$ cat src/hdl/mss_pkg.sv
// ----------------------------------------------------------------------------
// Masked signature scanner package
// Shared widths, register codes and word types of the scanner.
// ----------------------------------------------------------------------------
package mss_pkg;

    localparam int SIG_SLOTS       = 4;
    localparam int NUM_SIGS_DEF    = 4;
    localparam int MAX_SIG_LEN_DEF = 8;
    localparam int ADDR_BITS       = 48;
    localparam int BYTE_BITS       = 8;
    localparam int POS_BITS        = 32;
    localparam int LEN_BITS        = 4;
    localparam int OFF_BITS        = 16;
    localparam int REL_BITS        = POS_BITS + 1;
    localparam int SEL_BITS        = 3;
    localparam int IDX_BITS        = 2;
    localparam int CFG_IDX_BITS    = 4;
    localparam int CFG_DATA_BITS   = 64;

    typedef enum logic [CFG_IDX_BITS-1:0] {
        CFG_PATTERN_ZERO  = 4'd0,
        CFG_PATTERN_ONE   = 4'd1,
        CFG_PATTERN_TWO   = 4'd2,
        CFG_PATTERN_THREE = 4'd3,
        CFG_CARE_MASKS    = 4'd4,
        CFG_LENGTHS       = 4'd5,
        CFG_OFFSETS       = 4'd6,
        CFG_BASE_ADDRESS  = 4'd7
    } t_cfg_reg;

    typedef struct packed {
        logic [SIG_SLOTS-1:0][63:0] pat;
        logic [31:0]                care;
        logic [15:0]                lens;
        logic [63:0]                offs;
        logic [ADDR_BITS-1:0]       base;
    } t_cfg;

    typedef struct packed {
        logic [BYTE_BITS-1:0] image_byte;
        logic                 end_of_image;
    } t_in_word;

    typedef struct packed {
        logic [IDX_BITS-1:0]  sig_index;
        logic                 found;
        logic [ADDR_BITS-1:0] match_address;
        logic                 last_result;
    } t_out_word;

    // Final per-signature outcome of one image, handed to the result buffer.
    typedef struct packed {
        logic [SIG_SLOTS-1:0]                found;
        logic [SIG_SLOTS-1:0][ADDR_BITS-1:0] addr;
    } t_rep;

endpackage

$ cat src/hdl/mss_cell.sv
// ----------------------------------------------------------------------------
// Masked signature scanner window cell
// Holds one window byte, passes it on at each word, and compares the byte it
// is about to hold against the pattern byte every signature expects there.
// ----------------------------------------------------------------------------
module mss_cell #(
    parameter int CELL_POS = 0,
    parameter int NUM_SIGS = mss_pkg::NUM_SIGS_DEF
) (
    input  logic                                    i_clk,
    input  logic                                    i_shift,
    input  logic [mss_pkg::BYTE_BITS-1:0]           i_byte,
    input  mss_pkg::t_cfg                           i_cfg,
    input  logic [NUM_SIGS-1:0][mss_pkg::LEN_BITS-1:0] i_len,
    output logic [mss_pkg::BYTE_BITS-1:0]           o_byte,
    output logic [NUM_SIGS-1:0]                     o_eq
);

    localparam logic [mss_pkg::LEN_BITS-1:0] POS = mss_pkg::LEN_BITS'(CELL_POS);

    logic [mss_pkg::BYTE_BITS-1:0] r_byte;

    always_ff @(posedge i_clk) begin
        if (i_shift) begin
            r_byte <= i_byte;
        end
    end

    assign o_byte = r_byte;

    // The cell k places back meets pattern byte len-1-k; beyond the
    // signature's length it always agrees.
    always_comb begin
        logic [mss_pkg::LEN_BITS-1:0]       w_idx;
        logic [mss_pkg::SEL_BITS-1:0]       w_sel;
        logic [7:0][mss_pkg::BYTE_BITS-1:0] w_pbytes;
        logic [7:0]                         w_care;
        for (int s = 0; s < NUM_SIGS; s++) begin
            w_idx    = i_len[s] - POS - 4'd1;
            w_sel    = w_idx[mss_pkg::SEL_BITS-1:0];
            w_pbytes = i_cfg.pat[s];
            w_care   = i_cfg.care[8*s +: 8];
            if (POS >= i_len[s]) begin
                o_eq[s] = 1'b1;
            end else begin
                o_eq[s] = !w_care[w_sel] || (i_byte == w_pbytes[w_sel]);
            end
        end
    end

endmodule

$ cat src/hdl/mss_cfg_regs.sv
// ----------------------------------------------------------------------------
// Masked signature scanner configuration registers
// Decodes register writes into the pattern, mask, length, offset and base bank.
// ----------------------------------------------------------------------------
module mss_cfg_regs (
    input  logic                               i_clk,
    input  logic                               i_rst_n,
    input  logic                               i_we,
    input  logic [mss_pkg::CFG_IDX_BITS-1:0]   i_index,
    input  logic [mss_pkg::CFG_DATA_BITS-1:0]  i_data,
    output mss_pkg::t_cfg                      o_cfg
);

    mss_pkg::t_cfg r_cfg;

    always_ff @(posedge i_clk) begin
        if (!i_rst_n) begin
            r_cfg <= '0;
        end else if (i_we) begin
            unique case (i_index) inside
                mss_pkg::CFG_PATTERN_ZERO, mss_pkg::CFG_PATTERN_ONE,
                mss_pkg::CFG_PATTERN_TWO, mss_pkg::CFG_PATTERN_THREE: begin
                    r_cfg.pat[i_index[mss_pkg::IDX_BITS-1:0]] <= i_data;
                end
                mss_pkg::CFG_CARE_MASKS: begin
                    r_cfg.care <= i_data[31:0];
                end
                mss_pkg::CFG_LENGTHS: begin
                    r_cfg.lens <= i_data[15:0];
                end
                mss_pkg::CFG_OFFSETS: begin
                    r_cfg.offs <= i_data;
                end
                mss_pkg::CFG_BASE_ADDRESS: begin
                    r_cfg.base <= i_data[mss_pkg::ADDR_BITS-1:0];
                end
                default: begin
                    r_cfg <= r_cfg;
                end
            endcase
        end
    end

    assign o_cfg = r_cfg;

endmodule

$ cat src/hdl/mss_report.sv
// ----------------------------------------------------------------------------
// Masked signature scanner result buffer
// Holds one image's outcome and hands it out one signature per word.
// ----------------------------------------------------------------------------
module mss_report #(
    parameter int NUM_SIGS = mss_pkg::NUM_SIGS_DEF
) (
    input  logic               i_clk,
    input  logic               i_rst_n,
    input  logic               i_load,
    input  mss_pkg::t_rep      i_rep,
    output logic               o_free,
    output logic               o_valid,
    input  logic               i_stall,
    output mss_pkg::t_out_word o_data
);

    localparam logic [mss_pkg::IDX_BITS-1:0] LAST = mss_pkg::IDX_BITS'(NUM_SIGS - 1);

    logic                                r_busy;
    logic [mss_pkg::IDX_BITS-1:0]        r_idx;
    logic [mss_pkg::SIG_SLOTS-1:0]       r_found;
    logic [mss_pkg::ADDR_BITS-1:0]       r_addr [mss_pkg::SIG_SLOTS];
    logic                                w_take;
    logic                                w_last;

    assign w_take = r_busy && !i_stall;
    assign w_last = (r_idx == LAST);
    assign o_free = !r_busy || (w_take && w_last);

    always_ff @(posedge i_clk) begin
        if (!i_rst_n) begin
            r_busy <= 1'b0;
            r_idx  <= '0;
        end else if (i_load) begin
            r_busy <= 1'b1;
            r_idx  <= '0;
        end else if (w_take) begin
            if (w_last) begin
                r_busy <= 1'b0;
            end else begin
                r_idx <= r_idx + 2'd1;
            end
        end
    end

    always_ff @(posedge i_clk) begin
        if (i_load) begin
            r_found <= i_rep.found;
            for (int s = 0; s < mss_pkg::SIG_SLOTS; s++) begin
                r_addr[s] <= i_rep.addr[s];
            end
        end
    end

    assign o_valid              = r_busy;
    assign o_data.sig_index     = r_idx;
    assign o_data.found         = r_found[r_idx];
    assign o_data.match_address = r_addr[r_idx];
    assign o_data.last_result   = w_last;

endmodule

$ cat src/hdl/masked_signature_scanner_top.sv
// ----------------------------------------------------------------------------
// Masked signature scanner
// Streams an image a byte per word through a row of window cells and reports,
// at the end of the image, where each masked signature first matched.
// ----------------------------------------------------------------------------
//  channel   direction  handshake            word
//  in        input      i_in_valid/o_in_stall  image_byte, end_of_image
//  out       output     o_out_valid/i_out_stall sig_index, found, address, last
//  cfg       input      i_cfg_valid/o_cfg_ready register index, write data
//
// One byte per unstalled cycle: the window cells shift and compare in the cycle
// a word is taken, and the address sum is added in the cycle after. An
// end-of-image word yields NUM_SIGS result words, one per unstalled cycle from
// the result buffer; a second end word held behind a full buffer stalls input.
// Reset is synchronous and clears the registers and the scan state.
// ----------------------------------------------------------------------------
module masked_signature_scanner_top #(
    parameter int NUM_SIGS    = mss_pkg::NUM_SIGS_DEF,
    parameter int MAX_SIG_LEN = mss_pkg::MAX_SIG_LEN_DEF
) (
    input  logic                               i_clk,
    input  logic                               i_rst_n,
    input  logic                               i_in_valid,
    output logic                               o_in_stall,
    input  mss_pkg::t_in_word                  i_in_data,
    output logic                               o_out_valid,
    input  logic                               i_out_stall,
    output mss_pkg::t_out_word                 o_out_data,
    input  logic                               i_cfg_valid,
    output logic                               o_cfg_ready,
    input  logic [mss_pkg::CFG_IDX_BITS-1:0]   i_cfg_index,
    input  logic [mss_pkg::CFG_DATA_BITS-1:0]  i_cfg_data
);

    localparam int LB = mss_pkg::LEN_BITS;
    localparam int RB = mss_pkg::REL_BITS;
    localparam int AB = mss_pkg::ADDR_BITS;
    localparam logic [LB-1:0] MAX_LEN = LB'(MAX_SIG_LEN);

    mss_pkg::t_cfg                  w_cfg;
    logic                           w_take;
    logic [NUM_SIGS-1:0][LB-1:0]    w_len;
    logic [mss_pkg::BYTE_BITS-1:0]  w_chain [MAX_SIG_LEN];
    logic [NUM_SIGS-1:0]            w_eq [MAX_SIG_LEN];
    logic [NUM_SIGS-1:0]            w_match;
    logic [NUM_SIGS-1:0]            w_hit;
    logic [RB-1:0]                  w_rel [NUM_SIGS];
    logic [AB-1:0]                  w_sum [NUM_SIGS];
    logic [mss_pkg::POS_BITS-1:0]   w_pos_next;
    logic                           w_rep_free;
    logic                           w_load;
    mss_pkg::t_rep                  w_rep;

    logic [mss_pkg::POS_BITS-1:0]   r_pos;
    logic [NUM_SIGS-1:0]            r_found;
    logic [NUM_SIGS-1:0]            r_pend;
    logic [NUM_SIGS-1:0]            r_rep_found;
    logic                           r_s2_end;
    logic [RB-1:0]                  r_rel [NUM_SIGS];
    logic [AB-1:0]                  r_addr [NUM_SIGS];

    assign o_cfg_ready = 1'b1;

    mss_cfg_regs u_cfg (
        .i_clk   (i_clk),
        .i_rst_n (i_rst_n),
        .i_we    (i_cfg_valid),
        .i_index (i_cfg_index),
        .i_data  (i_cfg_data),
        .o_cfg   (w_cfg)
    );

    assign w_take     = i_in_valid && !o_in_stall;
    assign w_load     = r_s2_end && w_rep_free;
    assign o_in_stall = r_s2_end && !w_rep_free;

    // Lengths above the window size are clamped to it.
    always_comb begin
        for (int s = 0; s < NUM_SIGS; s++) begin
            w_len[s] = (w_cfg.lens[LB*s +: LB] > MAX_LEN) ? MAX_LEN : w_cfg.lens[LB*s +: LB];
        end
    end

    assign w_chain[0] = i_in_data.image_byte;

    for (genvar k = 0; k < MAX_SIG_LEN; k++) begin : g_cell
        if (k == MAX_SIG_LEN - 1) begin : g_tail
            mss_cell #(.CELL_POS(k), .NUM_SIGS(NUM_SIGS)) u_cell (
                .i_clk   (i_clk),
                .i_shift (w_take),
                .i_byte  (w_chain[k]),
                .i_cfg   (w_cfg),
                .i_len   (w_len),
                .o_byte  (),
                .o_eq    (w_eq[k])
            );
        end else begin : g_body
            mss_cell #(.CELL_POS(k), .NUM_SIGS(NUM_SIGS)) u_cell (
                .i_clk   (i_clk),
                .i_shift (w_take),
                .i_byte  (w_chain[k]),
                .i_cfg   (w_cfg),
                .i_len   (w_len),
                .o_byte  (w_chain[k+1]),
                .o_eq    (w_eq[k])
            );
        end
    end

    // The byte count holds once it reaches its largest value.
    assign w_pos_next = (&r_pos) ? r_pos : r_pos + 32'd1;

    always_comb begin
        logic [mss_pkg::OFF_BITS:0] w_c;
        logic                       w_ge;
        w_match = '1;
        for (int k = 0; k < MAX_SIG_LEN; k++) begin
            w_match = w_match & w_eq[k];
        end
        for (int s = 0; s < NUM_SIGS; s++) begin
            // Match start plus offset, folded as count + (offset - length).
            w_c      = {1'b0, w_cfg.offs[mss_pkg::OFF_BITS*s +: mss_pkg::OFF_BITS]}
                       - {{(mss_pkg::OFF_BITS+1-LB){1'b0}}, w_len[s]};
            w_rel[s] = {1'b0, w_pos_next}
                       + {{(RB-mss_pkg::OFF_BITS-1){w_c[mss_pkg::OFF_BITS]}}, w_c};
            w_ge     = (w_pos_next[mss_pkg::POS_BITS-1:LB] != '0)
                       || (w_pos_next[LB-1:0] >= w_len[s]);
            w_hit[s] = (w_len[s] != '0) && !r_found[s] && w_ge && w_match[s];
        end
    end

    always_ff @(posedge i_clk) begin
        if (!i_rst_n) begin
            r_pos       <= '0;
            r_found     <= '0;
            r_pend      <= '0;
            r_rep_found <= '0;
            r_s2_end    <= 1'b0;
        end else if (w_take) begin
            r_pend   <= w_hit;
            r_s2_end <= i_in_data.end_of_image;
            if (i_in_data.end_of_image) begin
                r_pos       <= '0;
                r_found     <= '0;
                r_rep_found <= r_found | w_hit;
            end else begin
                r_pos   <= w_pos_next;
                r_found <= r_found | w_hit;
            end
        end else begin
            r_pend <= '0;
            if (w_load) begin
                r_s2_end <= 1'b0;
            end
        end
    end

    always_ff @(posedge i_clk) begin
        if (w_take) begin
            for (int s = 0; s < NUM_SIGS; s++) begin
                r_rel[s] <= w_rel[s];
            end
        end
    end

    // Second stage: add the base address, wrapping at the address width.
    always_comb begin
        for (int s = 0; s < NUM_SIGS; s++) begin
            w_sum[s] = w_cfg.base + {{(AB-RB){1'b0}}, r_rel[s]};
        end
    end

    always_ff @(posedge i_clk) begin
        for (int s = 0; s < NUM_SIGS; s++) begin
            if (r_pend[s]) begin
                r_addr[s] <= w_sum[s];
            end
        end
    end

    always_comb begin
        w_rep = '0;
        for (int s = 0; s < NUM_SIGS; s++) begin
            w_rep.found[s] = r_rep_found[s];
            if (r_rep_found[s]) begin
                w_rep.addr[s] = r_pend[s] ? w_sum[s] : r_addr[s];
            end
        end
    end

    mss_report #(.NUM_SIGS(NUM_SIGS)) u_report (
        .i_clk   (i_clk),
        .i_rst_n (i_rst_n),
        .i_load  (w_load),
        .i_rep   (w_rep),
        .o_free  (w_rep_free),
        .o_valid (o_out_valid),
        .i_stall (i_out_stall),
        .o_data  (o_out_data)
    );

endmodule

$ cat config.mk
export PLATFORM = sky130hd
export DESIGN_NAME = masked_signature_scanner_top
export DESIGN_NICKNAME = d
export VERILOG_FILES = /design/src/hdl/mss_pkg.sv /design/src/hdl/mss_cell.sv /design/src/hdl/mss_cfg_regs.sv /design/src/hdl/mss_report.sv /design/src/hdl/masked_signature_scanner_top.sv
export SDC_FILE = /design/constraint.sdc
export NUM_CORES = 2
export LEC_CHECK = 0
export BUFFER_PORTS_ARGS = -buffer_cell sky130_fd_sc_hd__buf_2
export CAP_MARGIN = 20
export CORE_UTILIZATION = 33
export CTS_BUF_LIST = sky130_fd_sc_hd__clkbuf_8
export DETAILED_ROUTE_END_ITERATION = 8
export GPL_ROUTABILITY_DRIVEN = 0
export PLACE_DENSITY_LB_ADDON = 0.25
export REMOVE_ABC_BUFFERS = 1
export SYNTH_ARGS = -nofsm -noshare
export SYNTH_HDL_FRONTEND = slang
export SYNTH_SLANG_ARGS = --single-unit
$ cat constraint.sdc
create_clock -name i_clk -period 9.6 [get_ports i_clk]
set_input_delay 0.48 -clock i_clk [delete_from_list [all_inputs] [get_ports i_clk]]
set_output_delay 0.48 -clock i_clk [all_outputs]
set_load 0.02 [all_outputs]
==> reports/qor_table.md <==
| Item | Reported | Unit |
| --- | --- | --- |
| Post-layout min period | 6.713 | ns |
| Setup WS pre-CTS | 3.124 | ns |
| Placed standard-cell area | 73290 | um2 |
| Combined global-route utilization of all metal layers | 24.90 | % |
| Cells traversed along the worst timing path | buf_4 > nand2b_2 > ha_1 > a21boi_0 > o21a_1 > o21ai_0 > nand2_1 > nor2_1 > xor2_1 > ha_1 > and3_1 > nand2_1 > nand2b_1 > nor4_1 > o31ai_1 > a221oi_1 > o31a_1 > nand2_1 > a2111oi_0 > nor2_1 > xnor2_1 | - |
| Number of pins with negative max-slew slack in the final report | 0 | - |
| Clock net sink count | 1042 | - |
| R2R cell count | 21 | - |
| Most repeated cell in the gate-level netlist after synthesis | sky130_fd_sc_hd__nand2_1 | - |
| Peak clock frequency supported by timing | 149.0 | MHz |
| Post-layout nets | 7796 | - |
| Delay-heaviest family, CP | compound AO/OA/AOI/OAI gates | - |
| Number of vias after detailed routing | 59582 | - |
| Vias per inst | 5.722 | - |
| Post-Synthesis Cells | 7410 | - |
| Sum of buffers and inverters on the critical path | 1 | - |
| Warnings from Yosys | 0 | - |
| Final cell count without fillers | 10413 | - |
| Number of cells on the worst hold path | 3 | - |
| Multi-input combinational cell area | 42880 | um2 |
| Post-placement cell count | 9980 | - |
| RSZ-0062 raised after global routing | false | - |
| Wire length per cell | 26.47 | um |
| Clock root buffer master | sky130_fd_sc_hd__clkbuf_8 | - |
| Final setup viols | 0 | - |
| Post-route ant nets | 0 | - |
| Clock slew seen by the registers of the worst setup and hold paths | 0.06 | ns |
| Worst path slowest cell | sky130_fd_sc_hd__nand2b_2 | - |
| Half-perimeter wire length after placement | 191.7 | mm |
| Power Dens Cells | 142.2 | nW/um2 |
| Syn-to-layout area delta | 11.32 | % |
| Ranking of synthesized cells by instance count | 1070 x sky130_fd_sc_hd__nand2_1, 658 x sky130_fd_sc_hd__dfxtp_1, 452 x sky130_fd_sc_hd__mux2i_1 | - |
| Mean post-synth cell area | 9.448 | um2 |
| Max VDD drop | 0.1406 | mV |
| Most repeated library cell on the critical path | sky130_fd_sc_hd__nand2_1 | - |
| Buffer depth of the longest clock path | 3 | - |
| Sum of internal, switching and leakage power | 11.08 | mW |
| Combined flip-flop and latch cell area | 24730 | um2 |
| Worst Setup Slack, final | 2.887 | ns |
| Slew at the pin with the worst max-slew slack | 1.253 | ns |
| Routed WL | 275.7 | mm |
| Cell taking the most area after synthesis | sky130_fd_sc_hd__dfxtp_1 | - |
| Setup bufs post-CTS | 0 | - |
| Number of maximum-capacitance violations | 0 | - |
| Worst-path fanout max | 45 | - |
| Startpoint-to-endpoint class of the critical path | reg2reg | - |
| Total congestion overflow after global routing | 0 | - |
| Global-route wire length before repair | 394.1 | mm |
| Final clock skew | 0.07328 | ns |
| Number of port buffers | 135 | - |
| Leakage dissipation | 29.76 | nW |
| Initial cell density of the core | 33.31 | % |
| Seq cells post-synth | 1042 | - |
| Via count of the first global-routing pass | 55469 | - |
| Top post-synthesis cells by area | sky130_fd_sc_hd__dfxtp_1 19%, sky130_fd_sc_hd__edfxtp_1 16%, sky130_fd_sc_hd__mux4_2 6.8%, sky130_fd_sc_hd__mux2i_1 6.5%, sky130_fd_sc_hd__nand2_1 5.7% | - |
| Die Footprint | 214000 | um2 |
| Element type at the critical path end | flip-flop | - |
| Post-CTS Hold Buffers | 68 | - |
| Critical path required time | 10.33 | ns |
| Detailed-route DRC error count | 0 | - |
| Maximum number of pins on one net before global-route repair | 246 | - |
| Fraction of final layout cells sized beyond drive strength 1 | 13.39 | % |
| Die Ht | 462.6 | um |
| Outcome | completed | - |
| Clock latency at the later pin of the worst-skew pair | 1.00 | ns |
| Accumulated negative setup slack | 0 | ns |
| Share of the clock period used by the worst path after layout | 69.93 | % |
| Critical path depth in cells | 21 | - |
| Synth async-reset ratio | 0 | % |
| Clock tree from TritonCTS | done | - |
| Total non-filler cell area in the finished layout | 77930 | um2 |
| Die width | 462.6 | um |
| Number of enable-type register cells in the synthesized netlist | 384 | - |
| Worst hold-check path type | in2reg | - |
| Count of cells resized by post-cts repair | 0 | - |
| Core Region | 210200 | um2 |
| Endpoint arrival time on the critical path | 7.45 | ns |
| Number of cell rows | 168 | - |
| Largest stage delay, worst path | 0.74 | ns |
| Distinct cell type count of the synthesized netlist | 109 | - |
| Type of origin of the critical path | flip-flop | - |
| DR pass1 iterations | 6 | - |
| Maximum level of the CTS H-tree | 4 | - |
| Final count of hold timing violations | 0 | - |
| Final-layout fill cell count | 21216 | - |
| Initial antenna violation count | 31 | - |
| Commonest register cell after synthesis | sky130_fd_sc_hd__dfxtp_1 | - |
| Relative slew slack | 14.31 | % |
| Post-synthesis sequential area ratio | 35.29 | % |
| Post-Syn Area | 70010 | um2 |
| Share of the synthesized area in the top cell type | 18.82 | % |
| # IOs | 137 | - |
| Number of buffers inserted during clock tree synthesis | 186 | - |
| DRC violation total after the first TritonRoute iteration | 6921 | - |
sequential cells by signal (all words and copies together), names as in the netlist, named ones only:
signal                       count
u_cfg.o_cfg                    416
r_addr                         192
u_report.r_addr                192
r_rel                          132
g_cell.g_body.u_cell.o_byte     56
r_pos                           32
r_found                          4
r_pend                           4
r_rep_found                      4
u_report.r_found                 4
u_report.r_idx                   2
r_s2_end                         1
u_report.o_valid                 1
layer usage:
metal  vias up  share of wire, %  GRT usage [%]
met5         -             0.012              0
met4         4               5.5          12.73
met3       661               9.0          5.171
met2      2907                42          36.58
met1     29096                43          34.28
li1      26914                 -              -
worst reg2reg max path: cells and delay by family, from the launching register on:
kind	cells	cell delay (ns)
buf+inv	1	0.42
flops	1	0.31
compound gates	7	2.45
simple gates	9	2.22
fa+ha+maj	2	0.69
xor+xnor	2	0.36
cell families (layout without fill, tap and decap cells):
group / Yosys count / after routing / synth area share (%)
fa+ha+maj: 283 / 283 / 5.183
other cells: 1 / 16 / 0.005356
buf+inv: 641 / 824 / 3.708
xor+xnor: 657 / 657 / 8.332
simple gates: 2300 / 2300 / 15.46
compound gates: 1655 / 1655 / 16.09
flops: 1042 / 1042 / 35.29
mux: 831 / 831 / 15.94
report_power, final:
part           switching (mW)  leakage [nW]  internal, mW
clock network            2.08          2.29          2.37
registers               0.233          9.11          4.95
logic                   0.892          18.4         0.555
total                    3.20          29.8          7.88
through the flow:
step                      utilization, %  hold slack [ns]
after global routing               37.07          0.03742
after floorplan                        -           0.4147
after global placement             34.86           0.4316
after CTS                          37.05        0.0002162
final                              37.08          0.09232
after detailed placement           34.87           0.4354
cells in the final DEF, fill, tap and decap left out, drive strengths merged, types with 68 or more instances in the layout:
| master | count |
|---|---|
| a211oi | 87 |
| a21boi | 420 |
| a21o | 106 |
| a21oi | 298 |
| and2 | 183 |
| buf | 253 |
| clkbuf | 217 |
| dfxtp | 658 |
| dlygate4sd3 | 68 |
| edfxtp | 384 |
| ha | 270 |
| inv | 236 |
| mux2 | 169 |
| mux2i | 452 |
| mux4 | 210 |
| nand2 | 1070 |
| nand2b | 75 |
| nand3 | 111 |
| nor2 | 358 |
| nor2b | 91 |
| nor3 | 106 |
| o21ai | 236 |
| o22ai | 85 |
| xnor2 | 399 |
| xor2 | 258 |
path summary, 6_finish.rpt:
path | startpoint | endpoint | slack (ns)
worst max-delay path | u_cfg.o_cfg[123]$_SDFFE_PN0P_ | r_rel[2][30]$_DFFE_PP_ | 2.89
worst min-delay path | i_cfg_data[23] | u_cfg.o_cfg[151]$_SDFFE_PN0P_ | 0.09
worst max register to register | u_cfg.o_cfg[123]$_SDFFE_PN0P_ | r_rel[2][30]$_DFFE_PP_ | 2.89
worst min register to register | r_addr[3][32]$_DFF_P_ | r_addr[3][32]$_DFF_P_ | 0.45
layout make-up:
type                       instances  area share [%]
multi-input combinational       5727           55.02
sequential                      1042           31.73
tap                             2805           4.503
clock buffer                     217           3.832
timing repair buffer             321           2.911
clock inverter                   132           1.196
inverter                         154          0.7626
antenna                           15         0.04816
No activity file was read; power rests on OpenSTA's default activity.
